File: src/rtl/sit_pkg.sv
// ----------------------------------------------------------------------------
// sit_pkg
// Shared types and constants for the segment intersection test pipeline.
// ----------------------------------------------------------------------------
package sit_pkg;

  // coordinate slots inside the packed input word, lowest first
  localparam int IDX_ASX = 0;
  localparam int IDX_ASY = 1;
  localparam int IDX_AEX = 2;
  localparam int IDX_AEY = 3;
  localparam int IDX_BSX = 4;
  localparam int IDX_BSY = 5;
  localparam int IDX_BEX = 6;
  localparam int IDX_BEY = 7;
  localparam int NUM_COORDS = 8;

  localparam int OUT_TDATA_W = 8;

  // per-item decision flags that travel down the pipeline
  typedef struct packed {
    logic det_zero;  // lines are parallel
    logic coin;      // line triples are proportional
    logic x_neg;     // x quotient is negative
    logic y_neg;     // y quotient is negative
    logic x_ovf;     // x quotient exceeds the tracked range
    logic y_ovf;     // y quotient exceeds the tracked range
  } sit_flags_t;

endpackage

File: src/rtl/sit_check.sv
// ----------------------------------------------------------------------------
// sit_check
// Extent test of the crossing point and the output register.
// ----------------------------------------------------------------------------
module sit_check
  import sit_pkg::*;
#(
  parameter int W = 16
) (
  input  logic                    clk,
  input  logic                    rst_n,
  input  logic                    en,
  input  logic                    in_valid,
  input  logic [NUM_COORDS*W-1:0] in_pts,
  input  logic [W:0]              in_qx,
  input  logic [W:0]              in_qy,
  input  sit_flags_t              in_flags,
  output logic                    out_valid,
  output logic                    out_hit
);

  localparam int QW = W + 2;

  function automatic logic in_span(input logic signed [QW-1:0] v,
                                   input logic signed [W-1:0]  e0,
                                   input logic signed [W-1:0]  e1);
    logic signed [QW-1:0] x0, x1;
    x0 = QW'(e0);
    x1 = QW'(e1);
    return (x0 < x1) ? ((v >= x0) && (v <= x1)) : ((v >= x1) && (v <= x0));
  endfunction

  logic signed [QW-1:0] xp, yp;
  logic                 in_ext, hit_nxt, valid_r, hit_r;

  assign xp = in_flags.x_neg ? -QW'(in_qx) : QW'(in_qx);
  assign yp = in_flags.y_neg ? -QW'(in_qy) : QW'(in_qy);

  assign in_ext = in_span(xp, in_pts[IDX_ASX*W +: W], in_pts[IDX_AEX*W +: W])
               && in_span(xp, in_pts[IDX_BSX*W +: W], in_pts[IDX_BEX*W +: W])
               && in_span(yp, in_pts[IDX_ASY*W +: W], in_pts[IDX_AEY*W +: W])
               && in_span(yp, in_pts[IDX_BSY*W +: W], in_pts[IDX_BEY*W +: W]);

  assign hit_nxt = in_flags.det_zero ? in_flags.coin
                 : (!in_flags.x_ovf && !in_flags.y_ovf && in_ext);

  always_ff @(posedge clk) begin
    if (!rst_n) begin
      valid_r <= 1'b0;
    end else if (en) begin
      valid_r <= in_valid;
    end
  end

  always_ff @(posedge clk) begin
    if (en) begin
      hit_r <= hit_nxt;
    end
  end

  assign out_valid = valid_r;
  assign out_hit   = hit_r;

endmodule

File: config.mk
export PLATFORM = sky130hd
export DESIGN_NAME = sit_check
export DESIGN_NICKNAME = d
export VERILOG_FILES = /design/src/rtl/sit_pkg.sv /design/src/rtl/sit_check.sv
export SDC_FILE = /design/constraint.sdc
export NUM_CORES = 1
export LEC_CHECK = 0
export ABC_AREA = 1
export BUFFER_PORTS_ARGS = -buffer_cell sky130_fd_sc_hd__clkbuf_2
export CAP_MARGIN = 10
export CORE_UTILIZATION = 56
export DETAILED_ROUTE_END_ITERATION = 6
export HOLD_SLACK_MARGIN = 0.06
export PLACE_DENSITY = 0.84
export SYNTH_ARGS = -nofsm -noshare
export SYNTH_HDL_FRONTEND = slang
export SYNTH_SLANG_ARGS = --single-unit
export TNS_END_PERCENT = 100
File: constraint.sdc
create_clock -name clk -period 4.55 [get_ports clk]
set_clock_uncertainty 0.2 [all_clocks]
set_input_delay 0.91 -clock clk [delete_from_list [all_inputs] [get_ports clk]]
set_output_delay 0.91 -clock clk [all_outputs]
set_load 0.03 [all_outputs]
# Word level (Yosys, flattened, before mapping)
# Cells that the tools add are included.
# W data, S select, Z words.
# classes
bitwise	0
n_shift	0
mul	0
div	0
mux	7
n_reduce_logical	15
n_addsub	2
n_eq_ne	0
magnitude_cmp	20
# op_table
op	count
$ge A18 B16 Y1	8
$le A18 B16 Y1	8
$lt A16 B16 Y1	4
$mux W18	2
$neg A17 Y18	2
$logic_and A1 B1 Y1	13
$mux W1	5
$logic_not A1 Y1	2
# totals
out_inout_bits	2
register_bits	2
rom_bits	0
word_cells	46
memories	0
in_bits	172
latch_bits	0
ramBits	0

# Logic depth before layout (Yosys ltp)
# Gate-level depths: netlist of run 1.
# logic_depth
word_depth	10
mapped_depth	26

# Worst setup path before layout of run 1
# No wires, ideal clock.
# synth_path
path_type	input to register
from	input in_qy[0]
to	register hit_r, in the netlist out_hit, data pin
setup_ns	0.253
path_slack_ns	0.686
required_ns	4.097
arrival_time_ns	3.411
stages	23
cell_sequence	inv_1 > ha_1 > inv_1 > nor4_2 > inv_1 > nor2_1 > nand2_1 > o31ai_4 > o21ai_2 > xor2_1 > ha_1 > nand2_1 > inv_1 > nand3_1 > inv_1 > a21oi_1 > nand3_1 > nand2_1 > nand3_1 > nand3_1 > nand2_1 > nand3_1 > nand2_1
# synth_between
elab_chain_cells	9
word_cells_on_any_way	20
cone_classes	add/sub (1); order compare (8); mux (4); reduce/logical (7)
# synth_rtl
item	line_no	text
start, declared	sit_check.sv:16	input logic [W:0] in_qy,
$neg A17 Y18	sit_check.sv:37	assign yp = in_flags.y_neg ? -QW'(in_qy) : QW'(in_qy);
$mux W18 (*)	sit_check.sv:37	
$ge A18 B16 Y1 or $le A18 B16 Y1 (tied branches)	sit_check.sv:30	return (x0 < x1) ? ((v >= x0) && (v <= x1)) : ((v >= x1) && (v <= x0));
$logic_and A1 B1 Y1	sit_check.sv:30	
$mux W1	sit_check.sv:30	
$logic_and A1 B1 Y1	sit_check.sv:41	&& in_span(yp, in_pts[IDX_ASY*W +: W], in_pts[IDX_AEY*W +: W])
$logic_and A1 B1 Y1 (*)	sit_check.sv:42	&& in_span(yp, in_pts[IDX_BSY*W +: W], in_pts[IDX_BEY*W +: W]);
$logic_and A1 B1 Y1 (*)	sit_check.sv:45	: (!in_flags.x_ovf && !in_flags.y_ovf && in_ext);
$mux W1 (*)	sit_check.sv:44	assign hit_nxt = in_flags.det_zero ? in_flags.coin
net hit_nxt	sit_check.sv:34	logic in_ext, hit_nxt, valid_r, hit_r;
end signal, assigned	sit_check.sv:57	hit_r <= hit_nxt;
end, declared	sit_check.sv:34	
# Mark *: on every way through the listed nets, which the timed path passes. The rest lies on a longest branch.
# A chain may end at the register's enable or synchronous reset.

# Worst setup path after layout of run 1
# Same ends and word-level chain as after synthesis.

==> results of run 1 <==
-- synthesized netlist by cell type, types with 2 or more instances --
master    number  area (um^2)
nand2_1      292         1096
nand3_1       59        295.3
a21o_1         9        67.56
nor4_2         2        25.02
ha_1         206         2577
o31ai_1        3        22.52
nor4_1         4        25.02
nor2_1        77        289.0
nand4_1       13        81.33
nand2_2        2        12.51
clkbuf_1       2        7.510
o21ai_0       29        145.1
xor2_1        18        157.7
o21ai_2        2        17.52
inv_1        233        874.6
o21a_1         4        30.03
nor3_1        12        60.06
nor2_2         3        18.77
nand3b_1       2        15.01
a21oi_1       68        340.3
xnor2_1       12        105.1
o21bai_1       7        52.55
-- placed cells by master (no fill, tap or decap), types with 4 or more instances in the layout --
cell,n
a21o_1,9
a21oi_1,68
clkbuf_2,173
ha_1,206
inv_1,233
nand2_1,292
nand3_1,59
nand4_1,13
nor2_1,77
nor3_1,12
nor4_1,4
o21a_1,4
o21ai_0,29
o21bai_1,7
xnor2_1,12
xor2_1,16
-- power by group through the flow --
stage | Clock [uW] | Sequential, uW | Combinational [uW]
floorplan | 0 | 23.9 | 567
global placement | 0 | 21.3 | 797
detailed placement | 0 | 21.2 | 821
CTS | 136 | 21.0 | 827
global route | 140 | 21.1 | 972
finish | 134 | 21.0 | 831
-- registers in the layout, indices dropped and copies added, names as in the netlist --
name,cells
out_hit,1
out_valid,1
-- logic make-up (layout without fill, tap and decap cells) --
group	count (synthesis)	in the layout	share of synthesized area, %
AND/OR/NAND/NOR	470	470	30.10
buffers and inverters	235	410	13.63
adder cells (fa/ha/maj)	206	206	39.82
AO/OA/AOI/OAI	129	129	11.62
XOR/XNOR	30	30	4.060
flip-flops	2	2	0.7733
-- what timing repair did --
item / in CTS / in global routing
resized for setup: 0 / 2
setup endpoints to repair: 0 / 1
setup buffers: 0 / 0
-- worst max path at each step --
stage                     cells past startpoint                end
final                                        23  out_hit$_DFFE_PP_
after global routing                         24  out_hit$_DFFE_PP_
after CTS                                    24  out_hit$_DFFE_PP_
after detailed placement                     24  out_hit$_DFFE_PP_
after global placement                       24  out_hit$_DFFE_PP_
after floorplan                              23  out_hit$_DFFE_PP_
-- worst max-delay path, delay by kind of cell --
family,cells,cell delay (ps)
AO/OA/AOI/OAI,3,550
XOR/XNOR,1,290
adder cells (fa/ha/maj),2,490
buffers and inverters,5,420
AND/OR/NAND/NOR,12,1170
-- routing by layer --
| layer | GRT usage [%] | part of all wire, % |
|---|---|---|
| met1 | 33.32 | 44 |
| met3 | 0.4742 | 4.4 |
| met2 | 54.72 | 48 |
| met4 | 9.333 | 3.2 |
| met5 | 0 | 0 |
-- through the flow --
step                hold WS, ps  std cells
finish                    332.5       1387
detailed placement        319.0       1383
global placement          325.8       1383
global route              357.2       1387
floorplan                 455.0       1072
CTS                       333.3       1387
-- final cells by class --
type                    instances  area, um^2  area share, %
flip-flops and latches          2       50.05         0.6585
multi-input cells             835        5555          73.10
clock buffers                   4       78.83          1.037
well taps                     140       175.2          2.305
repair buffers                173       865.8          11.39
inverters                     233       874.6          11.51
==> metrics.yaml, run 1 <==
run_status:
  status: "finished clean"
logic_synthesis:
  synth-async-reset-ratio_pct: 0
  synth_edf_count: 1
  syn_inst: 1072
  syn_area_mm2: 0.006472
  synth.avg_cell_area_um2: 6.038
  ys_types: 35
  ys.flop_type: "edfxtp_1"
  ys_seq_elements: 2
  syn_nets: 1450
  ys_warn_count: 0
  ys_seq_area_share_pct: 0.7732
global_route:
  grtUsageTotal_pct: 28.27
  grt_pass1_vias: 6584
  grt_pass1_wl_mm: 27.54
  grt.overflow.total: 0
  grt_max_degree: 15
  antenna_found_initial: 0
power_and_ir_drop:
  power.internal_uw: 472.8
  pwr_density_cell_mw_per_mm2: 129.7
  p_seq_share_pct: 2.1
  switching_share_pct: 52.05
  power_leakage_uw: 0.004972
  peakVddDrop_mv: 0.1117
  p_switching_uw: 513.2
  clock_power_share_pct: 13.6
  power.share.combinational_pct: 84.2
  power_uw: 986.0
sta:
  setup_tns_ps: 0
  min_period_over_period_pct: 89.36
  rsz0062_at_grt: "false"
  finalCriticalPeriod_ps: 4066
  maxSlewViolCount: 0
  worst_pin_slew_ps: 640.9
  slew_headroom_pct: 56.83
  finalHoldViolCount: 0
  setup_viol: 0
  clock.fmax_mhz: 246.0
  worst_slack_ps: 484.2
clock_tree:
  cts-root-buf: "clkbuf_16"
  numCtsBuffers: 3
  clk_path_buf_depth: 2
  clkSlewWorstSetupHoldPaths_ps: 30
  cts_tree: "done"
  clk_latency_ps: 220
  cts-htree-levels: 1
  cts.sinks: 2
  ctsHoldBuffers: 0
finish:
  final_area_mm2: 0.007600
  area_delta_synth_final_pct: 17.42
  final_nets: 1626
  diodes: 0
  final_util_pct: 68.90
  drive_gt1_share_pct: 15.40
  fill_cells: 1036
die:
  dieWidth_um: 109.5
  core_area_mm2: 0.01103
  die_h_um: 109.5
  dieArea_mm2: 0.01199
  start_util_pct: 58.68
  rows: 38
  pin_count: 174
setup_path:
  r2r_cells: 2
  path_max_fanout: 5
  worstPathArrival_ps: 3830
  slowest_delay_ps: 320
  critPathLaunchType: "primary input"
  reg2reg_from: "out_valid$_SDFFE_PN0P_"
  setup.worst_path.class: "primary input to register"
  endpoint_kind: "register"
  crit_required_ps: 4320
  r2r_end: "out_valid$_SDFFE_PN0P_"
  cp_cell_sequence: "clkbuf_2 -> inv_1 -> ha_1 -> inv_1 -> nor4_2 -> inv_1 -> nor2_1 -> nand2_1 -> o31ai_4 -> xnor2_1 -> ha_1 -> nand2_1 -> inv_1 -> o21ai_0 -> nand2_1 -> a21oi_1 -> nand3_1 -> nand2_1 -> nand3_1 -> nand3_1 -> nand2_1 -> nand3_1 -> nand2_1"
  worst_path_max_delay_cell: "ha_1"
  reg2reg_slack_ps: 3740
  crit_start: "in_qy[0]"
  critical_path.most_common_cell: "nand2_1"
run:
  cap_violations: 0
routing:
  first_iter_violations: 290
  dr.pass1.iters: 5
  wl_mm: 16.50
  routedWlPerCell_um: 11.90
  ant_nets: 0
  drc: 0
  avgViaCountPerCell: 5.124
  num_vias: 7107
place:
  place_congestion: 1.018
  place_area_mm2: 0.007506
  place.port_buffers: 173
  pre_cts_ws_ps: 193.6
  dp_hpwl_mm: 15.15
hold_path:
  hp-start: "out_valid$_SDFFE_PN0P_"
  hold_end: "out_valid$_SDFFE_PN0P_"
  hold_path_depth: 2
  min_path_type: "register to register"
Note: power is estimated with default switching activity, not from simulation.
==> run 2: changes to the inputs <==
--- a/config.mk
+++ b/config.mk
@@ -8,10 +8,12 @@
 export ABC_AREA = 1
 export BUFFER_PORTS_ARGS = -buffer_cell sky130_fd_sc_hd__clkbuf_2
 export CAP_MARGIN = 10
-export CORE_UTILIZATION = 56
+export CELL_PAD_IN_SITES_DETAIL_PLACEMENT = 0
+export CELL_PAD_IN_SITES_GLOBAL_PLACEMENT = 1
+export CORE_UTILIZATION = 38
 export DETAILED_ROUTE_END_ITERATION = 6
 export HOLD_SLACK_MARGIN = 0.06
-export PLACE_DENSITY = 0.84
+export PLACE_DENSITY_LB_ADDON = 0.1
 export SYNTH_ARGS = -nofsm -noshare
 export SYNTH_HDL_FRONTEND = slang
 export SYNTH_SLANG_ARGS = --single-unit
==> run 2 against run 1 <==
Fmax decreased by 2.5%; clock power about the same; count of clock-buffer cells in the layout unchanged; global-route usage decreased by 7.5 points; core utilization decreased by 22 points; sequential power about the same; total power increased by 0.33%; register-to-register slack about the same; hold slack improved by 5.9 ps; setup slack got worse by 110 ps; combinational power about the same; largest cell class unchanged; largest power group unchanged.
==> metrics.yaml, run 2 (synthesis gave the netlist of run 1 again) <==
finish:
  layout_common_cells: "nand2_1, inv_1, ha_1"
  area_delta_synth_final_pct: 19.20
  final_nets: 1629
  mostFrequentLayoutCell: "nand2_1"
  drive_gt1_share_pct: 15.52
  diodes: 0
sta:
  worst_pin_slew_ps: 704.3
  slew_headroom_pct: 52.55
  finalHoldViolCount: 0
  setup_viol: 0
  setup_tns_ps: 0
  min_period_over_period_pct: 91.69
  clock.fmax_mhz: 239.7
  maxSlewViolCount: 0
  finalCriticalPeriod_ps: 4172
  rsz0062_at_grt: "false"
  whs_ps: 338.4
clock_tree:
  numCtsBuffers: 3
  cts-root-buf: "clkbuf_16"
  post_cts_buffers: 0
  clk_path_buf_depth: 2
  cts_tree: "done"
  clkSlewWorstSetupHoldPaths_ps: 30
  cts.sinks: 2
  cts-htree-levels: 1
  clk_latency_ps: 220
global_route:
  grt_max_degree: 15
  grt_pass1_wl_mm: 29.90
  grtUsageTotal_pct: 20.81
  antenna_found_initial: 0
  grt_pass1_vias: 6702
  grt.overflow.total: 0
setup_path:
  reg2reg_from: "out_valid$_SDFFE_PN0P_"
  critPathLaunchType: "primary input"
  path_max_fanout: 5
  crit_required_ps: 4320
  worstPathArrival_ps: 3950
  setup.worst_path.class: "primary input to register"
  endpoint_kind: "register"
  crit_start: "in_qy[0]"
power_and_ir_drop:
  peakVddDrop_mv: 0.1415
  pwr_density_cell_mw_per_mm2: 128.2
  power_leakage_uw: 0.004984
run:
  cap_violations: 0
die:
  start_util_pct: 39.03
  rows: 47
  dieArea_mm2: 0.01756
  pin_count: 174
  core_area_mm2: 0.01658
  dieWidth_um: 132.5
  die_h_um: 132.5
routing:
  dr.pass1.iters: 5
  num_vias: 6849
  first_iter_violations: 170
  ant_nets: 0
  wl_mm: 17.89
  routedWlPerCell_um: 12.17
  avgViaCountPerCell: 4.659
  drc: 0
hold_path:
  min_path_type: "register to register"
  hp-start: "out_valid$_SDFFE_PN0P_"
place:
  place.port_buffers: 173
  dp_hpwl_mm: 16.82
  place_congestion: 0.8522
run_status:
  status: "finished clean"
==> run 2: cell types whose count changed in the layout (fill, tap and decap cells not counted) <==
| cell | change |
|---|---|
| xor2_1 | +1 |
| buf_4 | +3 |
| xor2_2 | -1 |
==> run 2: power by group <==
part / leakage [uW] / internal [uW] / switching [uW]
sequential: 0.0000180 / 20.5 / 0.596
combinational: 0.00493 / 337 / 495
clock: 0.0000382 / 115 / 20.4
total: 0.00498 / 473 / 516
==> run 2: final timing paths <==
path	endpoint	slack, ps	cells after the start
max	out_hit$_DFFE_PP_	380	24
min	out_valid$_SDFFE_PN0P_	340	2
max reg2reg	out_valid$_SDFFE_PN0P_	3730	2
min reg2reg	out_valid$_SDFFE_PN0P_	340	2
==> run 2: worst max-delay path, cell delays in order <==
cell      delay (ps)
clkbuf_2          90
inv_1            150
ha_1             170
inv_1             60
nor4_2           220
inv_1             90
nor2_1           130
nand2_1          130
o31ai_4          260
nand2_1          100
xor2_1           360
ha_1             320
nand2_1           90
nor2_1            50
a21oi_1          250
nand2_1          120
nand2_1           70
nand3_1           70
nand2_1           70
nand2_1           40
nand2_1           60
nor2_1            30
nand3_1           60
nand2_1           50
==> run 2: stage by stage <==
stage	setup WS [ps]	std cells	util [%]	area (um^2)	total power [uW]
CTS	361.4	1470	46.48	7707	1004
global placement	212.4	1466	46.00	7629	859.3
finish	378.3	1470	46.52	7715	989.3
detailed placement	139.5	1466	46.00	7629	862.8
floorplan	686.2	1072	-	6472	591.3
global route	9.820	1470	46.52	7715	1142
==> run 2: area by class of cell <==
type / instances / area (um^2)
flip-flops and latches: 2 / 50.05
well taps: 220 / 275.3
fillers: 1895 / 8869
multi-input cells: 835 / 5548
repair buffers: 176 / 888.4
clock buffers: 4 / 78.83
inverters: 233 / 874.6
==> run 2: routing by layer <==
metal  wire length [um]  vias up  track usage (%)
met4                211        0            2.937
met3                513       10           0.6130
met2               9266      131            41.58
met5                  0        -                0
li1                   -     3817                -
met1               7900     2891            24.78
==> run 2: repair_timing <==
action,in CTS,in global routing
resized for setup,0,1
setup endpoints to repair,0,1
hold buffers,0,0
==> run 3: changes to the inputs <==
--- a/config.mk
+++ b/config.mk
@@ -14,6 +14,7 @@
 export DETAILED_ROUTE_END_ITERATION = 6
 export HOLD_SLACK_MARGIN = 0.06
 export PLACE_DENSITY_LB_ADDON = 0.1
+export RECOVER_POWER = 50
 export SYNTH_ARGS = -nofsm -noshare
 export SYNTH_HDL_FRONTEND = slang
 export SYNTH_SLANG_ARGS = --single-unit
==> run 3 against run 2 <==
Routed wire length barely moved; first-iteration DRC count unchanged; register-to-register slack barely moved; critical endpoint unchanged; sequential cell count did not move; setup slack is the same; sequential power hardly changed; fmax unchanged; cell area hardly changed; critical path depth is the same.
==> metrics.yaml, run 3 (synthesis gave the netlist of run 1 again) <==
routing:
  dr.pass1.iters: 5
  routedWlPerCell_um: 12.17
  avgViaCountPerCell: 4.660
  drc: 0
  wl_mm: 17.89
  ant_nets: 0
  num_vias: 6850
  first_iter_violations: 170
global_route:
  grt_max_degree: 15
  grtUsageTotal_pct: 20.81
  grt_pass1_vias: 6702
  grt.overflow.total: 0
  grt_pass1_wl_mm: 29.90
  antenna_found_initial: 0
finish:
  diodes: 0
  layout_common_cells: "nand2_1, inv_1, ha_1"
  mostFrequentLayoutCell: "nand2_1"
  seq_area_um2: 50.05
  drive_gt1_share_pct: 15.44
  final_nets: 1629
  multi_input_area_mm2: 0.005548
  area_delta_synth_final_pct: 19.18
  fill_cells: 1895
sta:
  maxSlewViolCount: 0
  finalCriticalPeriod_ps: 4172
  worst_pin_slew_ps: 704.3
  min_period_over_period_pct: 91.69
  slew_headroom_pct: 52.55
  setup_viol: 0
  finalHoldViolCount: 0
  rsz0062_at_grt: "false"
  worst_slack_ps: 378.3
  clock.fmax_mhz: 239.7
  setup_tns_ps: 0
power_and_ir_drop:
  peakVddDrop_mv: 0.1415
  power_leakage_uw: 0.004982
  pwr_density_cell_mw_per_mm2: 128.2
clock_tree:
  cts-root-buf: "clkbuf_16"
  cts.sinks: 2
  clk_latency_ps: 220
  numCtsBuffers: 3
  clkSlewWorstSetupHoldPaths_ps: 30
  cts_tree: "done"
  cts-htree-levels: 1
  clk_path_buf_depth: 2
  ctsHoldBuffers: 0
  post_cts_buffers: 0
  ctsResizeCount: 0
setup_path:
  r2r_cells: 2
  crit_required_ps: 4320
  worstPathArrival_ps: 3950
  path_max_fanout: 5
  setup.worst_path.class: "primary input to register"
  critPathLaunchType: "primary input"
  endpoint_kind: "register"
die:
  dieArea_mm2: 0.01756
  start_util_pct: 39.03
  die_h_um: 132.5
  rows: 47
  pin_count: 174
  core_area_mm2: 0.01658
  dieWidth_um: 132.5
run:
  cap_violations: 0
run_status:
  status: "finished clean"
hold_path:
  hold_path_depth: 2
  min_path_type: "register to register"
place:
  place_congestion: 0.8522
  dp_hpwl_mm: 16.82
  pre_cts_ws_ps: 139.5
  place.port_buffers: 173
==> run 3: cell counts in the layout (fill, tap and decap cells not counted) <==
No cell type changed its count.
==> run 3: cell type report <==
class	instances	share of cell area [%]
Clock buffer	4	1.022
Tap cell	220	3.569
Timing Repair Buffer	176	11.50
Multi-Input combinational cell	835	71.92
Inverter	233	11.34
Sequential cell	2	0.6488
==> run 3: worst paths after layout <==
check / start / to / slack, ps
worst max-delay path: in_qy[0] / out_hit$_DFFE_PP_ / 380
worst min-delay path: out_valid$_SDFFE_PN0P_ / out_valid$_SDFFE_PN0P_ / 340
worst max register to register: out_valid$_SDFFE_PN0P_ / out_valid$_SDFFE_PN0P_ / 3730
worst min register to register: out_valid$_SDFFE_PN0P_ / out_valid$_SDFFE_PN0P_ / 340
==> run 3: report_power, final <==
part,leakage (uW),internal (uW),switching (uW)
Clock,0.0000382,115,20.4
Combinational,0.00493,337,495
Sequential,0.0000180,20.5,0.611
Total,0.00498,473,516
==> run 3: critical path: stages <==
cell,delay [ps]
clkbuf_2,90
inv_1,150
ha_1,170
inv_1,60
nor4_2,220
inv_1,90
nor2_1,130
nand2_1,130
o31ai_4,260
nand2_1,100
xor2_1,360
ha_1,320
nand2_1,90
nor2_1,50
a21oi_1,250
nand2_1,120
nand2_1,70
nand3_1,70
nand2_1,70
nand2_1,40
nand2_1,60
nor2_1,30
nand3_1,60
nand2_1,50
==> run 3: per-stage QoR <==
| stage | hold WS (ps) | std cells | power [uW] | instance area, um^2 | utilization [%] |
|---|---|---|---|---|---|
| finish | 342.9 | 1470 | 989.1 | 7714 | 46.51 |
| global route | 439.6 | 1470 | 1142 | 7714 | 46.51 |
| CTS | 344.9 | 1470 | 1004 | 7707 | 46.48 |
| detailed placement | 329.2 | 1466 | 862.8 | 7629 | 46.00 |
| global placement | 323.5 | 1466 | 859.3 | 7629 | 46.00 |
| floorplan | 455.0 | 1072 | 591.3 | 6472 | - |
==> run 3: routing by layer <==
metal / routed length (um) / GRT usage [%] / vias to the layer above
met4: 211 / 2.937 / 0
met1: 7899 / 24.78 / 2892
li1: - / - / 3817
met2: 9268 / 41.58 / 131
met5: 0 / 0 / -
met3: 513 / 0.6130 / 10
